### src/rtl/core/tkl_pkg.sv
// Package with the shared types and constants of the top-k smallest distance list.
`timescale 1ns / 1ps

package tkl_pkg;

  localparam int KEY_W        = 16;
  localparam int ID_W         = 16;
  localparam int OP_W         = 2;
  localparam int RANK_W       = 4;
  localparam int CAP_W        = 5;
  localparam int RESULT_LIMIT = 16;
  localparam logic [CAP_W-1:0] CAP_RESET = 5'd16;

  localparam logic [OP_W-1:0] OP_INSERT = 2'd0;
  localparam logic [OP_W-1:0] OP_DUMP   = 2'd1;
  localparam logic [OP_W-1:0] OP_CLEAR  = 2'd2;

  typedef enum logic [1:0] {
    ST_IDLE,
    ST_CMP,
    ST_INS,
    ST_DUMP
  } ctl_state_t;

  typedef struct packed {
    logic [KEY_W-1:0] key;
    logic [ID_W-1:0]  first_id;
    logic [ID_W-1:0]  second_id;
  } entry_t;

  typedef struct packed {
    logic latch;
    logic clear;
    logic emit_zero;
    logic compare;
    logic insert;
    logic dump_step;
  } ctl_cmd_t;

  typedef struct packed {
    logic count_zero;
    logic dump_last;
  } ctl_sts_t;

endpackage

### src/rtl/core/tkl_ctrl.sv
// Controller state machine that sequences insert, dump and clear requests.
`timescale 1ns / 1ps

module tkl_ctrl (
  input  logic                   clk,
  input  logic                   rst_n,
  input  logic                   start,
  input  logic [tkl_pkg::OP_W-1:0] in_operation,
  input  tkl_pkg::ctl_sts_t      sts,
  output tkl_pkg::ctl_cmd_t      cmd,
  output logic                   busy
);
  import tkl_pkg::*;

  ctl_state_t state_r, state_nxt;

  always_ff @(posedge clk) begin
    if (!rst_n) begin
      state_r <= ST_IDLE;
    end else begin
      state_r <= state_nxt;
    end
  end

  always_comb begin
    state_nxt = state_r;
    cmd       = '0;
    busy      = (state_r != ST_IDLE);
    unique case (state_r)
      ST_IDLE: begin
        if (start) begin
          cmd.latch = 1'b1;
          unique case (in_operation)
            OP_INSERT: state_nxt = ST_CMP;
            OP_DUMP: begin
              if (sts.count_zero) begin
                cmd.emit_zero = 1'b1;
              end else begin
                state_nxt = ST_DUMP;
              end
            end
            OP_CLEAR: begin
              cmd.clear     = 1'b1;
              cmd.emit_zero = 1'b1;
            end
            default: state_nxt = ST_IDLE;
          endcase
        end
      end
      ST_CMP: begin
        cmd.compare = 1'b1;
        state_nxt   = ST_INS;
      end
      ST_INS: begin
        cmd.insert = 1'b1;
        state_nxt  = ST_IDLE;
      end
      ST_DUMP: begin
        cmd.dump_step = 1'b1;
        if (sts.dump_last) begin
          state_nxt = ST_IDLE;
        end
      end
      default: state_nxt = ST_IDLE;
    endcase
  end

endmodule

### src/rtl/core/tkl_datapath.sv
// Datapath with the sorted entry cells, compare vector, count and result registers.
`timescale 1ns / 1ps

module tkl_datapath #(
  parameter int LIST_DEPTH = 16
) (
  input  logic                      clk,
  input  logic                      rst_n,
  input  tkl_pkg::ctl_cmd_t         cmd,
  output tkl_pkg::ctl_sts_t         sts,
  input  logic                      cfg_valid,
  output logic                      cfg_ready,
  input  logic [tkl_pkg::CAP_W-1:0] cfg_data,
  input  logic [tkl_pkg::KEY_W-1:0] in_distance_key,
  input  logic [tkl_pkg::ID_W-1:0]  in_first_id,
  input  logic [tkl_pkg::ID_W-1:0]  in_second_id,
  output logic                      out_strobe,
  output logic                      out_entry_valid,
  output logic                      out_stored,
  output logic [tkl_pkg::RANK_W-1:0] out_rank,
  output logic [tkl_pkg::KEY_W-1:0] out_distance,
  output logic [tkl_pkg::ID_W-1:0]  out_first_id,
  output logic [tkl_pkg::ID_W-1:0]  out_second_id,
  output logic                      out_last
);
  import tkl_pkg::*;

  localparam int CW    = $clog2(LIST_DEPTH + 1);
  localparam int IW    = $clog2(LIST_DEPTH);
  localparam int LIMIT = (LIST_DEPTH < RESULT_LIMIT) ? LIST_DEPTH : RESULT_LIMIT;
  localparam logic [CAP_W-1:0] LIMIT_C = CAP_W'(LIMIT);

  logic [CAP_W-1:0]      cap_r;
  logic [CAP_W-1:0]      cap_sat;
  logic [CW-1:0]         cap_eff;
  logic [CW-1:0]         cap_m1;
  logic [CW-1:0]         count_r;
  logic [CW-1:0]         count_m1;
  logic [IW-1:0]         dump_idx_r;
  entry_t                new_r;
  entry_t                ent_r [LIST_DEPTH];
  logic [LIST_DEPTH-1:0] le_r;
  logic [LIST_DEPTH-1:0] edge_v;
  logic [IW-1:0]         pos;
  logic                  full;

  logic                  strobe_r;
  logic                  valid_r;
  logic                  stored_r;
  logic [RANK_W-1:0]     rank_r;
  entry_t                res_r;
  logic                  last_r;

  assign cfg_ready = 1'b1;

  always_comb begin
    if (cap_r == '0) begin
      cap_sat = CAP_W'(1);
    end else if (cap_r > LIMIT_C) begin
      cap_sat = LIMIT_C;
    end else begin
      cap_sat = cap_r;
    end
  end

  assign cap_eff  = CW'(cap_sat);
  assign cap_m1   = cap_eff - CW'(1);
  assign count_m1 = count_r - CW'(1);
  assign full     = (count_r == cap_eff) && le_r[cap_m1[IW-1:0]];

  assign sts.count_zero = (count_r == '0);
  assign sts.dump_last  = (CW'(dump_idx_r) == count_m1);

  always_comb begin
    for (int i = 0; i < LIST_DEPTH; i++) begin
      if (i == 0) begin
        edge_v[i] = !le_r[i];
      end else begin
        edge_v[i] = !le_r[i] && le_r[i-1];
      end
    end
  end

  always_comb begin
    for (int b = 0; b < IW; b++) begin
      pos[b] = 1'b0;
      for (int i = 0; i < LIST_DEPTH; i++) begin
        if (((i >> b) & 1) == 1) begin
          pos[b] = pos[b] | edge_v[i];
        end
      end
    end
  end

  always_ff @(posedge clk) begin
    if (!rst_n) begin
      cap_r      <= CAP_RESET;
      count_r    <= '0;
      dump_idx_r <= '0;
      strobe_r   <= 1'b0;
    end else begin
      strobe_r <= cmd.emit_zero || cmd.insert || cmd.dump_step;
      if (cfg_valid && cfg_ready) begin
        cap_r <= cfg_data;
      end
      if (cmd.clear) begin
        count_r <= '0;
      end else if (cmd.latch) begin
        count_r <= (count_r > cap_eff) ? cap_eff : count_r;
      end else if (cmd.insert && !full && (count_r < cap_eff)) begin
        count_r <= count_r + CW'(1);
      end
      if (cmd.latch) begin
        dump_idx_r <= '0;
      end else if (cmd.dump_step) begin
        dump_idx_r <= dump_idx_r + IW'(1);
      end
    end
  end

  always_ff @(posedge clk) begin
    if (cmd.latch) begin
      new_r.key       <= in_distance_key;
      new_r.first_id  <= in_first_id;
      new_r.second_id <= in_second_id;
    end
    if (cmd.compare) begin
      for (int i = 0; i < LIST_DEPTH; i++) begin
        le_r[i] <= (CW'(i) < count_r) && (ent_r[i].key <= new_r.key);
      end
    end
    if (cmd.insert && !full) begin
      for (int i = 0; i < LIST_DEPTH; i++) begin
        if (!le_r[i]) begin
          if (i == 0) begin
            ent_r[i] <= new_r;
          end else if (le_r[i-1]) begin
            ent_r[i] <= new_r;
          end else begin
            ent_r[i] <= ent_r[i-1];
          end
        end
      end
    end
    if (cmd.dump_step) begin
      for (int i = 0; i < LIST_DEPTH; i++) begin
        if (CW'(i) == count_m1) begin
          ent_r[i] <= ent_r[0];
        end else if (i < LIST_DEPTH - 1) begin
          ent_r[i] <= ent_r[(i + 1) % LIST_DEPTH];
        end
      end
    end
    priority if (cmd.insert) begin
      valid_r  <= !full;
      stored_r <= !full;
      rank_r   <= full ? '0 : RANK_W'(pos);
      res_r    <= full ? '0 : new_r;
      last_r   <= 1'b1;
    end else if (cmd.dump_step) begin
      valid_r  <= 1'b1;
      stored_r <= 1'b0;
      rank_r   <= RANK_W'(dump_idx_r);
      res_r    <= ent_r[0];
      last_r   <= sts.dump_last;
    end else if (cmd.emit_zero) begin
      valid_r  <= 1'b0;
      stored_r <= 1'b0;
      rank_r   <= '0;
      res_r    <= '0;
      last_r   <= 1'b1;
    end
  end

  assign out_strobe      = strobe_r;
  assign out_entry_valid = valid_r;
  assign out_stored      = stored_r;
  assign out_rank        = rank_r;
  assign out_distance    = res_r.key;
  assign out_first_id    = res_r.first_id;
  assign out_second_id   = res_r.second_id;
  assign out_last        = last_r;

  a_insert_onehot: assert property (@(posedge clk) disable iff (!rst_n)
    cmd.insert && !full |-> $onehot(edge_v))
    else $error("insert position is not unique");

  a_dump_nonempty: assert property (@(posedge clk) disable iff (!rst_n)
    cmd.dump_step |-> count_r != '0)
    else $error("dump step on an empty list");

  a_insert_result: assert property (@(posedge clk) disable iff (!rst_n)
    cmd.insert |=> out_strobe && out_last)
    else $error("insert did not give a final result");

  a_count_bound: assert property (@(posedge clk) disable iff (!rst_n)
    cmd.insert |-> count_r <= cap_eff)
    else $error("entry count above capacity during insert");

endmodule

### src/rtl/core/top_k_smallest_distance_list_top.sv
// Top level of the top-k smallest distance list: controller and datapath.
`timescale 1ns / 1ps

// Channel   Handshake                  Payload
// in_       start / busy               in_operation, in_distance_key, in_first_id,
//                                      in_second_id
// out_      out_strobe (one cycle)     out_entry_valid, out_stored, out_rank,
//                                      out_distance, out_first_id, out_second_id, out_last
// cfg_      cfg_valid / cfg_ready      cfg_data (capacity)
//
// An insert is accepted, then compared against all cells, then shifted and reported.
// A dump reports the stored entries one by one after acceptance; the cells rotate through
// position zero. A clear or a dump of an empty list is done in the accept cycle.
// Each result appears in the cycle after the step that makes it. Reset empties the list
// and sets the capacity to 16. The receiver cannot stall results.
module top_k_smallest_distance_list_top #(
  parameter int LIST_DEPTH = 16
) (
  input  logic                       clk,
  input  logic                       rst_n,
  input  logic                       start,
  output logic                       busy,
  input  logic [tkl_pkg::OP_W-1:0]   in_operation,
  input  logic [tkl_pkg::KEY_W-1:0]  in_distance_key,
  input  logic [tkl_pkg::ID_W-1:0]   in_first_id,
  input  logic [tkl_pkg::ID_W-1:0]   in_second_id,
  output logic                       out_strobe,
  output logic                       out_entry_valid,
  output logic                       out_stored,
  output logic [tkl_pkg::RANK_W-1:0] out_rank,
  output logic [tkl_pkg::KEY_W-1:0]  out_distance,
  output logic [tkl_pkg::ID_W-1:0]   out_first_id,
  output logic [tkl_pkg::ID_W-1:0]   out_second_id,
  output logic                       out_last,
  input  logic                       cfg_valid,
  output logic                       cfg_ready,
  input  logic [tkl_pkg::CAP_W-1:0]  cfg_data
);
  import tkl_pkg::*;

  ctl_cmd_t cmd;
  ctl_sts_t sts;

  tkl_ctrl u_ctrl (
    .clk          (clk),
    .rst_n        (rst_n),
    .start        (start),
    .in_operation (in_operation),
    .sts          (sts),
    .cmd          (cmd),
    .busy         (busy)
  );

  tkl_datapath #(
    .LIST_DEPTH (LIST_DEPTH)
  ) u_datapath (
    .clk             (clk),
    .rst_n           (rst_n),
    .cmd             (cmd),
    .sts             (sts),
    .cfg_valid       (cfg_valid),
    .cfg_ready       (cfg_ready),
    .cfg_data        (cfg_data),
    .in_distance_key (in_distance_key),
    .in_first_id     (in_first_id),
    .in_second_id    (in_second_id),
    .out_strobe      (out_strobe),
    .out_entry_valid (out_entry_valid),
    .out_stored      (out_stored),
    .out_rank        (out_rank),
    .out_distance    (out_distance),
    .out_first_id    (out_first_id),
    .out_second_id   (out_second_id),
    .out_last        (out_last)
  );

endmodule

### config.mk
export PLATFORM = sky130hd
export DESIGN_NAME = top_k_smallest_distance_list_top
export DESIGN_NICKNAME = d
export VERILOG_FILES = /design/src/rtl/core/tkl_pkg.sv /design/src/rtl/core/tkl_ctrl.sv /design/src/rtl/core/tkl_datapath.sv /design/src/rtl/core/top_k_smallest_distance_list_top.sv
export SDC_FILE = /design/constraint.sdc
export NUM_CORES = 2
export LEC_CHECK = 0
export ABC_AREA = 1
export CELL_PAD_IN_SITES_DETAIL_PLACEMENT = 1
export CELL_PAD_IN_SITES_GLOBAL_PLACEMENT = 2
export CORE_ASPECT_RATIO = 2
export CORE_MARGIN = 2
export CORE_UTILIZATION = 42
export CTS_CLUSTER_SIZE = 16
export DETAILED_ROUTE_END_ITERATION = 7
export DONT_BUFFER_PORTS = 1
export PLACE_DENSITY_LB_ADDON = 0.1
export SLEW_MARGIN = 20
export SYNTH_ARGS = -nofsm -noshare
export SYNTH_HDL_FRONTEND = slang
export SYNTH_SLANG_ARGS = --single-unit
export TNS_END_PERCENT = 5
### constraint.sdc
create_clock -name clk -period 12.5 [get_ports clk]
set_clock_uncertainty 0.1 [all_clocks]
set_input_delay 3.125 -clock clk [delete_from_list [all_inputs] [get_ports clk]]
set_output_delay 3.125 -clock clk [all_outputs]
set_load 0.005 [all_outputs]
==> metrics.txt <==
met3 usage=under 10%; maximum clock rate=185 MHz; crit-path cells=inv_2 > nand2_2 > nand2_4 > inv_2 > ha_1 > inv_1 > nand3_1 > nand3_1 > nand3_1 > nand3_4 > buf_4 > buf_4 > buf_4 > nand3_4 > nand2_1 > nand3_1 > nand2_1; Yosys reg bits=around 900; fin crit period=between 5 and 6 ns; Detail Route Antenna Nets=0; CP dominant cell by count=nand3_1; post-synthesis cell type count=47; total CTS buffers=93; Detailed Place HPWL=between 150,000 and 200,000 um; share of cells above drive strength 1=under 10%; clk slew on worst S/H paths=about 0.070 ns; Rows=a little under 200; nets=approximately 8,000; hold bufs inserted after CTS=0; DR vias/cell=6.26; Area growth syn-to-layout=6.51%; first-pass GRT wire length=~410,000 um; FFs w/ async S/R, synth=0%; M2 GR Usage=roughly two thirds; crit path launch type=register; setup TNS=0 ns; status=finished clean; fin util=a little under half; EDFF count, synth=between 800 and 900; sequential share of the synthesized area=44.2%; critical path data arrival time=between 5 and 6 ns; Pwr per Cell Area=about 120 nW/um^2; Max Buffers Root-to-Sink=3; GPL Wtd Cong=about 0.91; clock latency on the worst-skew pair=between 0.7 and 0.8 ns; post-cts gate resize count=0; die footprint=approximately 150,000 um^2; final worst-path cycle share=a little over two fifths; final setup fails=0; Die Ht=543 um; initial detailed-routing violation count=5,627; DRC Markers=0; Rel. slew slack=between 10% and 20%; peak supply drop=between 100 and 150 uV; drt pass-1 iters=5; wire per inst=30.2 um; vias in the first global route=between 50,000 and 60,000; hold crit path type=reg -> reg; Vias=59,400; total clock sinks=roughly 900; critical path type=reg -> reg; Slew @ Worst Pin=between 1 and 1.5 ns; YS warnings=0; syn_nets=slightly above 8,000; total of max-cap violations=0; met1 GRT Util=between 40% and 50%; FF-to-FF setup slack=around 7 ns; max-slew violation count=0; final hold viol count=0; H-tree depth=3; Mapped Avg Cell Area=roughly 7.7 um^2; crit end category=register; core area=~140,000 um^2; I/O Buffers=0; Root Buffer=clkbuf_16; ys flop type=edfxtp_1; Lkg Pwr=approximately 33 nW; largest net degree at the start of global routing=approximately 190; die span in x=around 270 um; IO Pins=around 120; Req. time, crit path=between 10 and 15 ns; unrepaired setup endpoints after global routing=no; drt total wl=about 290,000 um; critical path's slowest cell=nand3_4; starting density of the core=a little over two fifths; family with the most delay on the worst path=simple AND/OR/NAND/NOR gates; total gr overflow=0; Area contributors post-synth=edfxtp_1, nand2_1, nand4_1; Worst Path Buf+Inv=6; Slowest Stage Delay on Critical Path=roughly 1.1 ns; crit path max fanout=72; share of the synthesized area in the top cell type=between 40% and 50%; setup bufs post-CTS=0; TritonCTS clock tree=yes; Synth Instances=around 8,000; Synth area leader=edfxtp_1; overall routing resource usage=38.0%; Synth Cell Area=between 60,000 and 70,000 um^2; GRT Max-Usage Layer=met2; initial antenna violation count=18
state kept, by name (all words and copies together) (netlist names), 2 cells and up:
register	flops
u_ctrl.state_r	2
u_datapath.cap_r	5
u_datapath.count_r	5
u_datapath.dump_idx_r	4
u_datapath.ent_r	768
u_datapath.le_r	16
u_datapath.new_r	48
u_datapath.out_distance	16
u_datapath.out_first_id	16
u_datapath.out_rank	4
u_datapath.out_second_id	16
worst register-to-register path: cells and delay by family, from the launching register on:
kind | cells | cell delay (ns)
adder cells (fa/ha/maj) | 1 | 0.36
flip-flops | 1 | 0.34
buffers and inverters | 6 | 2.06
AND/OR/NAND/NOR | 10 | 2.43
layout by cell type (no fill, tap or decap), types with 5 or more instances in the layout:
cell and instances:
nand2_1 2457, inv_1 946, edfxtp_1 886, nand3_1 768
nand4_1 752, o21ai_0 745, ha_1 272, buf_4 130
a21oi_1 128, nor2_1 117, clkbuf_16 94, nor3_1 24
clkinv_1 21, o21ai_4 18, dfxtp_1 18, nand3_4 17
nor2_4 16, o221ai_1 16, nand2_4 15, clkinv_2 15
clkbuf_1 14, bufinv_16 12, o21a_1 11, o2111ai_1 9
inv_2 8, a211oi_1 8, xor2_1 6, buf_12 6
o21bai_1 5, a21o_1 5, a31oi_1 5
layer usage:
layer | up-vias | routed length, um
met2 | 2402 | 143000
met3 | 849 | 16700
met1 | 29900 | 104000
met5 | - | 57
li1 | 26200 | -
met4 | 8 | 22600
area by class of cell:
class                   instances  area (um^2)
fillers                     17700        79200
multi-input cells            5438        27900
flip-flops and latches        904        27000
inverters                     956         3590
clock buffers                 108         2400
well taps                    1890         2360
repair buffers                136         1100
clock inverters                56          631
diodes                          3         7.51
final timing paths:
path,startpoint,to,cells past startpoint
min,u_datapath.dump_idx_r[3],u_datapath.dump_idx_r[3],1
max,u_datapath.cap_r[4],u_datapath.ent_r[0][379],17
max reg2reg,u_datapath.cap_r[4],u_datapath.ent_r[0][379],17
min reg2reg,u_datapath.dump_idx_r[3],u_datapath.dump_idx_r[3],1
report_power, final:
group	leakage [nW]	switching, mW	internal, mW	total (mW)
registers	8.21	0.100	3.50	3.60
logic	23.3	1.07	0.325	1.39
clock network	1.48	1.40	1.63	3.03
total	33.0	2.57	5.46	8.02
per-stage QoR:
| step | worst slack (ns) | instance area (um^2) | std cells | hold WS [ns] | total power, mW |
|---|---|---|---|---|---|
| CTS | 7.19 | 64900 | 9488 | 0.397 | 8.03 |
| floorplan | 5.97 | 61000 | 7956 | 0.351 | 4.53 |
| detailed placement | 7.20 | 61900 | 9324 | 0.381 | 5.03 |
| global route | 6.85 | 65000 | 9489 | 0.410 | 8.26 |
| finish | 7.08 | 65000 | 9491 | 0.400 | 8.02 |
| global placement | 7.36 | 61900 | 9324 | 0.375 | 4.99 |
logic make-up after synthesis:
logic type | share of synthesized area (%)
compound gates | 8.44
fa+ha+maj | 5.58
xor+xnor | 0.0861
buf+inv | 11.0
other cells | 0.00615
simple gates | 30.7
flops | 44.2
cells in the mapped netlist (5+ instances only):
| master | n |
|---|---|
| a211oi_1 | 8 |
| a21o_1 | 5 |
| a21oi_1 | 129 |
| a31oi_1 | 5 |
| buf_1 | 123 |
| buf_2 | 129 |
| buf_4 | 68 |
| buf_6 | 32 |
| clkbuf_1 | 305 |
| dfxtp_1 | 18 |
| edfxtp_1 | 886 |
| ha_1 | 272 |
| inv_1 | 948 |
| inv_2 | 7 |
| nand2_1 | 2471 |
| nand3_1 | 774 |
| nand3_2 | 10 |
| nand4_1 | 752 |
| nor2_1 | 133 |
| nor3_1 | 27 |
| o2111ai_1 | 9 |
| o21a_1 | 11 |
| o21ai_0 | 766 |
| o21bai_1 | 5 |
| o221ai_1 | 16 |
| xor2_1 | 6 |
Power figures use the tool's default switching activity.
